File: src/rtl/lrt_pkg.sv
// Shared constants and types for the line region translation table.
package lrt_pkg;

   localparam int LINE_W                = 24;
   localparam int FILE_W                = 8;
   localparam int STATUS_W              = 2;
   localparam int DEFAULT_TABLE_ENTRIES = 64;

   localparam logic [LINE_W-1:0] LINE_MAX = {LINE_W{1'b1}};

   localparam logic OP_APPEND = 1'b0;
   localparam logic OP_LOOKUP = 1'b1;

   localparam logic [STATUS_W-1:0] ST_OK        = 2'd0;
   localparam logic [STATUS_W-1:0] ST_ORDER     = 2'd1;
   localparam logic [STATUS_W-1:0] ST_FULL      = 2'd2;
   localparam logic [STATUS_W-1:0] ST_SATURATED = 2'd3;

   typedef struct packed {
      logic [FILE_W-1:0] file;
      logic [LINE_W-1:0] target;
      logic [LINE_W-1:0] start;
   } entry_type;

   typedef struct packed {
      logic [STATUS_W-1:0] status;
      logic [FILE_W-1:0]   mapped_file;
      logic [LINE_W-1:0]   mapped_line;
   } result_type;

endpackage

File: src/rtl/line_region_translate_table.sv
// Top level of the line region translation table with stream ports and result register.
//
//  Channel  Direction  Carries
//  req_     in         tuser: opcode; tdata: source_line, target_line, file_number
//  rsp_     out        tdata: status, mapped_file, mapped_line
//
// An append result is registered in the core and then in the output register before it reaches rsp_tvalid.
// A lookup runs a binary search over the filled entries, in which each step reads the table
// memory and compares in the following cycle.
// Reset leaves one entry, line 0 to line 0 of file 0; no clearing pass is needed.
// A result waits in the output register while the next item is taken and worked on.
module line_region_translate_table
   import lrt_pkg::*;
#(
   parameter int TABLE_ENTRIES = DEFAULT_TABLE_ENTRIES
) (
   input  logic        clock,
   input  logic        reset,
   input  logic        req_tvalid,
   output logic        req_tready,
   input  logic [55:0] req_tdata,   // source_line[23:0], target_line[47:24], file_number[55:48]
   input  logic        req_tuser,   // opcode[0]
   output logic        rsp_tvalid,
   input  logic        rsp_tready,
   output logic [39:0] rsp_tdata    // status[1:0], mapped_file[9:2], mapped_line[33:10], zero
);

   logic       core_idle;
   logic       done_valid;
   logic       done_take;
   result_type done_result;
   logic       rsp_valid_ff, rsp_valid_in;
   result_type rsp_data_ff;

   lrt_core #(
      .TABLE_ENTRIES(TABLE_ENTRIES)
   ) u_core (
      .clock      (clock),
      .reset      (reset),
      .start      (req_tvalid & req_tready),
      .opcode     (req_tuser),
      .source_line(req_tdata[23:0]),
      .target_line(req_tdata[47:24]),
      .file_number(req_tdata[55:48]),
      .idle       (core_idle),
      .done_valid (done_valid),
      .done_take  (done_take),
      .done_result(done_result)
   );

   assign req_tready = core_idle;
   assign done_take  = done_valid & (~rsp_valid_ff | rsp_tready);

   always_comb begin
      rsp_valid_in = rsp_valid_ff;
      if (done_take) begin
         rsp_valid_in = 1'b1;
      end else if (rsp_tready) begin
         rsp_valid_in = 1'b0;
      end
   end

   always_ff @(posedge clock) begin
      if (reset) begin
         rsp_valid_ff <= 1'b0;
      end else begin
         rsp_valid_ff <= rsp_valid_in;
      end
   end

   always_ff @(posedge clock) begin
      if (done_take) begin
         rsp_data_ff <= done_result;
      end
   end

   assign rsp_tvalid = rsp_valid_ff;
   assign rsp_tdata  = {6'b0, rsp_data_ff.mapped_line, rsp_data_ff.mapped_file,
                        rsp_data_ff.status};

endmodule

File: src/rtl/lrt_core.sv
// Region table memory with append logic and a binary search sequencer for lookups.
module lrt_core
   import lrt_pkg::*;
#(
   parameter int TABLE_ENTRIES = DEFAULT_TABLE_ENTRIES
) (
   input  logic              clock,
   input  logic              reset,
   input  logic              start,
   input  logic              opcode,
   input  logic [LINE_W-1:0] source_line,
   input  logic [LINE_W-1:0] target_line,
   input  logic [FILE_W-1:0] file_number,
   output logic              idle,
   output logic              done_valid,
   input  logic              done_take,
   output result_type        done_result
);

   localparam int IDX_W = (TABLE_ENTRIES > 1) ? $clog2(TABLE_ENTRIES) : 1;
   localparam int CNT_W = $clog2(TABLE_ENTRIES + 1);
   localparam logic [CNT_W-1:0] CNT_FULL = CNT_W'(TABLE_ENTRIES);
   localparam logic [CNT_W-1:0] CNT_ONE  = CNT_W'(1);

   localparam logic [1:0] S_IDLE   = 2'd0;
   localparam logic [1:0] S_SEARCH = 2'd1;
   localparam logic [1:0] S_CMP    = 2'd2;
   localparam logic [1:0] S_DONE   = 2'd3;

   entry_type table_mem [TABLE_ENTRIES];
   entry_type rd_data_ff;

   logic [1:0]        state_ff, state_in;
   logic [CNT_W-1:0]  count_ff, count_in;
   logic [LINE_W-1:0] last_start_ff, last_start_in;
   logic [CNT_W-1:0]  lo_ff, lo_in;
   logic [CNT_W-1:0]  hi_ff, hi_in;
   logic [LINE_W-1:0] line_ff, line_in;
   entry_type         lo_entry_ff, lo_entry_in;
   result_type        res_ff, res_in;

   logic [CNT_W-1:0]  span;
   logic [CNT_W-1:0]  mid;
   logic [LINE_W-1:0] offset;
   logic [LINE_W:0]   sum;
   logic              wr_en;
   logic              rd_en;
   entry_type         wr_entry;

   assign span   = hi_ff - lo_ff;
   assign mid    = lo_ff + (span >> 1);
   assign offset = line_ff - lo_entry_ff.start;
   assign sum    = {1'b0, lo_entry_ff.target} + {1'b0, offset};

   assign wr_entry = '{file: file_number, target: target_line, start: source_line};

   always_comb begin
      state_in      = state_ff;
      count_in      = count_ff;
      last_start_in = last_start_ff;
      lo_in         = lo_ff;
      hi_in         = hi_ff;
      line_in       = line_ff;
      lo_entry_in   = lo_entry_ff;
      res_in        = res_ff;
      wr_en         = 1'b0;
      rd_en         = 1'b0;
      case (state_ff)
         S_IDLE: begin
            if (start) begin
               if (opcode == OP_APPEND) begin
                  res_in   = '0;
                  state_in = S_DONE;
                  if (source_line <= last_start_ff) begin
                     res_in.status = ST_ORDER;
                  end else if (count_ff == CNT_FULL) begin
                     res_in.status = ST_FULL;
                  end else begin
                     wr_en         = 1'b1;
                     count_in      = count_ff + CNT_ONE;
                     last_start_in = source_line;
                  end
               end else begin
                  line_in     = source_line;
                  lo_in       = '0;
                  hi_in       = count_ff;
                  lo_entry_in = '0;
                  state_in    = S_SEARCH;
               end
            end
         end
         S_SEARCH: begin
            if (span > CNT_ONE) begin
               rd_en    = 1'b1;
               state_in = S_CMP;
            end else begin
               res_in.mapped_file = lo_entry_ff.file;
               if (sum[LINE_W]) begin
                  res_in.status      = ST_SATURATED;
                  res_in.mapped_line = LINE_MAX;
               end else begin
                  res_in.status      = ST_OK;
                  res_in.mapped_line = sum[LINE_W-1:0];
               end
               state_in = S_DONE;
            end
         end
         S_CMP: begin
            if (rd_data_ff.start <= line_ff) begin
               lo_in       = mid;
               lo_entry_in = rd_data_ff;
            end else begin
               hi_in = mid;
            end
            state_in = S_SEARCH;
         end
         S_DONE: begin
            if (done_take) begin
               state_in = S_IDLE;
            end
         end
         default: begin
            state_in = S_IDLE;
         end
      endcase
   end

   always_ff @(posedge clock) begin
      if (wr_en) begin
         table_mem[count_ff[IDX_W-1:0]] <= wr_entry;
      end
      if (rd_en) begin
         rd_data_ff <= table_mem[mid[IDX_W-1:0]];
      end
   end

   always_ff @(posedge clock) begin
      if (reset) begin
         state_ff      <= S_IDLE;
         count_ff      <= CNT_ONE;
         last_start_ff <= '0;
      end else begin
         state_ff      <= state_in;
         count_ff      <= count_in;
         last_start_ff <= last_start_in;
      end
   end

   always_ff @(posedge clock) begin
      lo_ff       <= lo_in;
      hi_ff       <= hi_in;
      line_ff     <= line_in;
      lo_entry_ff <= lo_entry_in;
      res_ff      <= res_in;
   end

   assign idle        = (state_ff == S_IDLE);
   assign done_valid  = (state_ff == S_DONE);
   assign done_result = res_ff;

endmodule

File: config.mk
export PLATFORM = sky130hd
export DESIGN_NAME = line_region_translate_table
export DESIGN_NICKNAME = d
export VERILOG_FILES = /design/src/rtl/lrt_pkg.sv /design/src/rtl/line_region_translate_table.sv /design/src/rtl/lrt_core.sv
export SDC_FILE = /design/constraint.sdc
export NUM_CORES = 2
export LEC_CHECK = 0
export BUFFER_PORTS_ARGS = -buffer_cell sky130_fd_sc_hd__buf_4
export CAP_MARGIN = 0
export CORE_MARGIN = 1.5
export CORE_UTILIZATION = 30
export DETAILED_ROUTE_END_ITERATION = 16
export PLACE_DENSITY_LB_ADDON = 0.3
export SETUP_SLACK_MARGIN = 0.2
export SLEW_MARGIN = 20
export SYNTH_ARGS = -nofsm -noshare
export SYNTH_HDL_FRONTEND = slang
export SYNTH_HIERARCHICAL = 1
export SYNTH_SLANG_ARGS = --single-unit
export TNS_END_PERCENT = 1
File: constraint.sdc
create_clock -name clock -period 11.48 [get_ports clock]
set_input_delay 1.722 -clock clock [delete_from_list [all_inputs] [get_ports clock]]
set_output_delay 1.722 -clock clock [all_outputs]
set_load 0.01 [all_outputs]
======== Word-level counts from Yosys, hierarchy flattened ========
Memories as Yosys holds them, arrays and structs flattened. A register that Yosys moved wholly into a read port is not among the register bits.
Index checks and enable logic that the tools add are counted.
cells by class
  muxes and demuxes ....................... 36
  bitwise operators ....................... 7
  equal/unequal tests ..................... 11
  add/sub/neg operators ................... 5
  reductions and logical operators ........ 10
  $lt $le $gt $ge ......................... 3
operators by type and width
  kind                   count
  $mux W56               3
  $pmux W56 S2           1
  $mux W34               3
  $pmux W34 S2           1
  $le A24 B24 Y1         2
  $mux W7                6
  $pmux W7 S2            2
  $add A24 B24 Y25       1
  $mux W24               1
  $sub A24 B24 Y24       1
  $mux W1                12
  $mux W2                6
  $reduce_and A4 Y1      3
  $ne A2 B1 Y1 const B   4
  $pmux W2 S4            1
  $add A7 B1 Y7 const B  1
  $add A7 B6 Y7          1
  $eq A7 B7 Y1 const B   1
  $gt A7 B1 Y1 const B   1
  $sub A7 B7 Y7          1
  $ne A2 B2 Y1 const B   3
  $reduce_bool A2 Y1     3
  $reduce_and A5 Y1      1
  $eq A2 B2 Y1 const B   2
  7 further kinds        11
word-level totals
  register bits after elaboration ......... 196
  memory bits (writable) .................. 3584
  memories ................................ 1
  output and inout port bits .............. 42
  input port bits ......................... 61
  logic and storage cells ................. 89
memories
  memory            depth  width  rd ports  clocked after Yosys merged registers in  write ports  line            RTL
  u_core.table_mem  64     56     1         1                                        1            lrt_core.sv:30  entry_type table_mem [TABLE_ENTRIES];

======== Logic depth before layout (Yosys ltp) ========
  depth in word-level cells ............... 8
  gate-level depth with buffers ........... 21
  mapped depth without buffers ............ 20

======== Cells and area by module ========
Netlist, hierarchy kept.
by module, submodules not included
  module                       area an instance (um^2)  cells each  instances  sequential area each (um^2)
  lrt_core                     147418.9                 6173        1          113809.2
  line_region_translate_table  1131.1                   47          1          1041.0

======== Worst setup path after synthesis ========
OpenSTA, ideal clock, no wires.
  path kind ............................... input to register
  start ................................... input req_tdata[1]
  end ..................................... memory u_core/table_mem[36][0] (netlist name) (enable)
  cell stages on the path ................. 11
  arrival time ............................ 8634 ps
  path slack .............................. 2238 ps
  setup time .............................. 608 ps
  buffers on the path ..................... 2
  data required time ...................... 10872 ps
  path through ............................ ha_1 -> nor2b_1 -> o21a_1 -> o21a_1 -> o21ai_1 -> a221o_1 -> nand3_1 -> nand2_1 -> clkbuf_1 -> buf_1 -> nor4_1
between the ends
  longest elaborated chain between the ends .. 7
RTL lines
  element                        line                               RTL
  start: declaration             line_region_translate_table.sv:21  input logic [55:0] req_tdata,
  $le A24 B24 Y1                 lrt_core.sv:74                     if (source_line <= last_start_ff) begin
  $mux W1                        lrt_core.sv:74
  $mux W1                        lrt_core.sv:71                     if (opcode == OP_APPEND) begin
  $mux W1                        lrt_core.sv:70                     if (start) begin
  $mux W1                        lrt_core.sv:68                     case (state_ff)
  $mux W1                        lrt_core.sv:129                    if (wr_en) begin
  $mux W1 (implied by the code)  lrt_core.sv:130                    table_mem[count_ff[IDX_W-1:0]] <= wr_entry;
  end: declaration               lrt_core.sv:30
Every way passes these cells.

======== Worst setup path after layout ========
  start ................................... register u_core.lo_ff[0]
  end ..................................... register u_core/rd_data_ff[32] (netlist name)
between the ends
  longest elaborated chain between the ends .. 4
  elaborated cells between the ends (all ways) .. 5
  those cells by class .................... 2 x add/sub; 1 x order compare; 2 x mux
RTL lines
  element                   line             RTL
  start: declaration        lrt_core.sv:36   logic [CNT_W-1:0] lo_ff, lo_in;
  start signal: assignment  lrt_core.sv:150  lo_ff <= lo_in;
  $sub A7 B7 Y7             lrt_core.sv:50   assign span = hi_ff - lo_ff;
  $gt A7 B1 Y1              lrt_core.sv:93   if (span > CNT_ONE) begin
  $mux W1                   lrt_core.sv:93
  $mux W1                   lrt_core.sv:68
Several ways; a longest one is shown, not always the timed one.
A chain may end at the register's enable or synchronous reset.

==> flow_summary.ini <==
[run]
max_cap_violations = 0

[global_route]
grt_max_degree = 137
grt_pass1_vias = 70776
antenna_found_initial = 49
grt_usage_pct = 16.3
grt_overflow = 0
grt_pass1_wl_um = 574000

[synthesis]
seq_area_frac_synth_pct = 77.3
synthTopCellsByCount = edfxtp_1, mux4_2, clkbuf_1
synth_warnings = 6
synth_top_area_cell = edfxtp_1
ys_async_sr_fraction_pct = 0
synth-edff-count = 3802
synth.distinct_cells = 60
yosysMostFrequentCell = edfxtp_1
synth_seq_cells = 3836
synth.area.top_cells = edfxtp_1, mux4_2, ha_1
synth_top_area_share_pct = 76.9
synth_ff_type = edfxtp_1
synth_area_per_cell_sq_um = 23.9
synth_area_sq_um = 149000
synth_cells = 6220

[setup_path]
critPathCaptureType = flop
reg2reg_to = u_core/rd_data_ff[32]
cp_cell_sequence = ha_1 > inv_1 > fa_1 > xor2_1 > inv_1 > fa_4 > buf_4 > buf_12 > mux4_2 > mux4_2 > mux4_2
slowest_delay_ps = 1300
worstSetupPathType = flop to flop
worstRegToRegCells = 11
worst_ep_arrival_time_ps = 7000
r2r_slack_ps = 5130
cpMostUsedCell = mux4_2
crit_slowest_cell = fa_4
worstPathMaxFanout = 136
r2r_start = u_core/lo_ff[0]
startpoint_type = flop
cp_data_required_time_ps = 12130

[cells_and_area]
instances_no_fill = 13442
syn_to_final_growth_pct = 15.2
drive_above_1_share_pct = 30.5
nets = 6779

[die]
die_area_sq_um = 499000
die_x_um = 707
start_util_pct = 30.1
ios = 103
num_rows = 258
coreArea_sq_um = 494000
dieHeight_um = 707

[detailed_routing]
ant_nets = 0
dr.pass1.iters = 5
drt_iter0_drc = 8316
via_per_inst = 5.19
wl_per_cell_um = 31.0
num_vias = 69747
drc = 0
drt_wl_total_um = 416000

[sta]
timing.final.crit_share_pct = 55.3
finalCriticalPeriod_ps = 6350
slew-limit-headroom_pct = 23.3
setup_ws_ps = 5130
drv_slew = 0
skew_ps = 58.2
rsz0062_at_grt = no
hold_viol = 0
tns_ps = 0
setup_viol = 0
fmax_ghz = 0.157
tightest_slew_ps = 1150

[min_path]
min_to = rsp_tdata[3]
worstHoldPathCells = 0
min_path_type = flop to flop
hold_start = u_core/done_result[25]

[placed_design]
dp.cells = 12703
dpl.hpwl_um = 236000
gp_congestion = 0.803
port_buffers = 96
post-place-ws_ps = 4360

[cts]
holdBufCountCts = 0
clock_sinks = 3836
post-cts-setup-buffer-count = 0
cts.path.max_buffers = 4
clk_pin_slew_worst_paths_ps = 60
cts_htree_levels = 5
clock_latency_ps = 970
ctsResizeCount = 0
clk_root_buffer_cell = clkbuf_16
tritoncts = done
numCtsBuffers = 396

[run_status]
status = complete, no violations
[metal layers]
metal  track usage [%]  wire, um  vias up
met3              3.01     31500      522
met2              27.1    203000     2791
met5                 0       129        -
li1                  -         -    27513
met4              3.64      9570       20
met1              22.3    172000    38901
[state kept, by name (all words and copies together), names as in the netlist]
register / count
u_core/lo_ff: 7
u_core/last_start_ff: 24
rsp_tvalid: 1
u_core/lo_entry_ff: 56
u_core/count_ff: 7
u_core/hi_ff: 7
u_core/line_ff: 24
u_core/done_result: 34
u_core/table_mem: 3584
rsp_tdata: 34
u_core/rd_data_ff: 56
u_core/state_ff: 2
[worst max-delay path: cells and delay by family (launching register included)]
kind | cells | cell delay [ps]
fa+ha+maj | 3 | 1910
mux | 3 | 1770
buf+inv | 4 | 1340
flops | 1 | 410
xor+xnor | 1 | 260
[layout make-up]
class                           count  area [sq um]
Multi-Input combinational cell   1968         32500
Tap cell                         6500          8130
Clock inverter                    228          2260
Fill cell                       45049        323000
Sequential cell                  3836        115000
Timing Repair Buffer              300          2470
Inverter                          101           379
Clock buffer                      489         10400
Antenna cell                       20          50.0
[kinds of logic (layout without fill, tap and decap cells)]
logic type / count (synthesis) / in the layout / synth area share (%)
AND/OR/NAND/NOR: 344 / 344 / 1.24
multiplexers: 1179 / 1179 / 17.9
other: 1 / 26 / 0.00252
adder cells (fa/ha/maj): 115 / 115 / 0.989
AO/OA/AOI/OAI: 278 / 278 / 1.14
XOR/XNOR: 46 / 46 / 0.271
flip-flops: 3836 / 3836 / 77.3
buffers and inverters: 421 / 1118 / 1.19
[through the flow]
stage          instance area [sq um]  hold WS [ps]  util (%)
2_1_floorplan                 149000           400         -
3_3_place_gp                  158000           406      32.1
3_5_place_dp                  158000           406      32.1
4_1_cts                       171000           421      34.6
5_1_grt                       171000           424      34.6
6_report                      171000           418      34.7
[worst max path at each step]
stage | startpoint | to | slack, ps | depth (start not counted)
after global routing | u_core/lo_ff[0] | u_core/rd_data_ff[48] | 4990 | 11
after detailed placement | req_tdata[0] | u_core/table_mem[43][31] | 4360 | 12
after CTS | u_core/lo_ff[0] | u_core/rd_data_ff[43] | 5140 | 11
after global placement | req_tdata[17] | u_core/table_mem[31][9] | 3870 | 13
after floorplan | req_tdata[1] | u_core/table_mem[36][0] | 2240 | 11
final | u_core/lo_ff[0] | u_core/rd_data_ff[32] | 5130 | 11
[cells in the final DEF, fill, tap and decap left out, types with 24 or more instances in the layout]
cell,synthesis,final
clkinv_1,0,95
buf_4,15,283
clkbuf_16,0,401
ha_1,111,110
xnor2_1,26,24
nor2_4,0,25
nor4_2,0,31
nor2_1,68,43
inv_1,101,101
clkbuf_1,179,83
bufinv_16,0,37
and2_1,70,70
dfxtp_1,34,33
nand3_1,44,43
o21ai_0,78,78
a21o_1,42,42
nand2_1,39,38
a21oi_1,89,88
edfxtp_1,3802,3802
mux4_2,1176,1176
clkinv_2,0,61
Power is not shown: default switching activity piles up to over one toggle a cycle in this logic, so the estimate is an artifact.
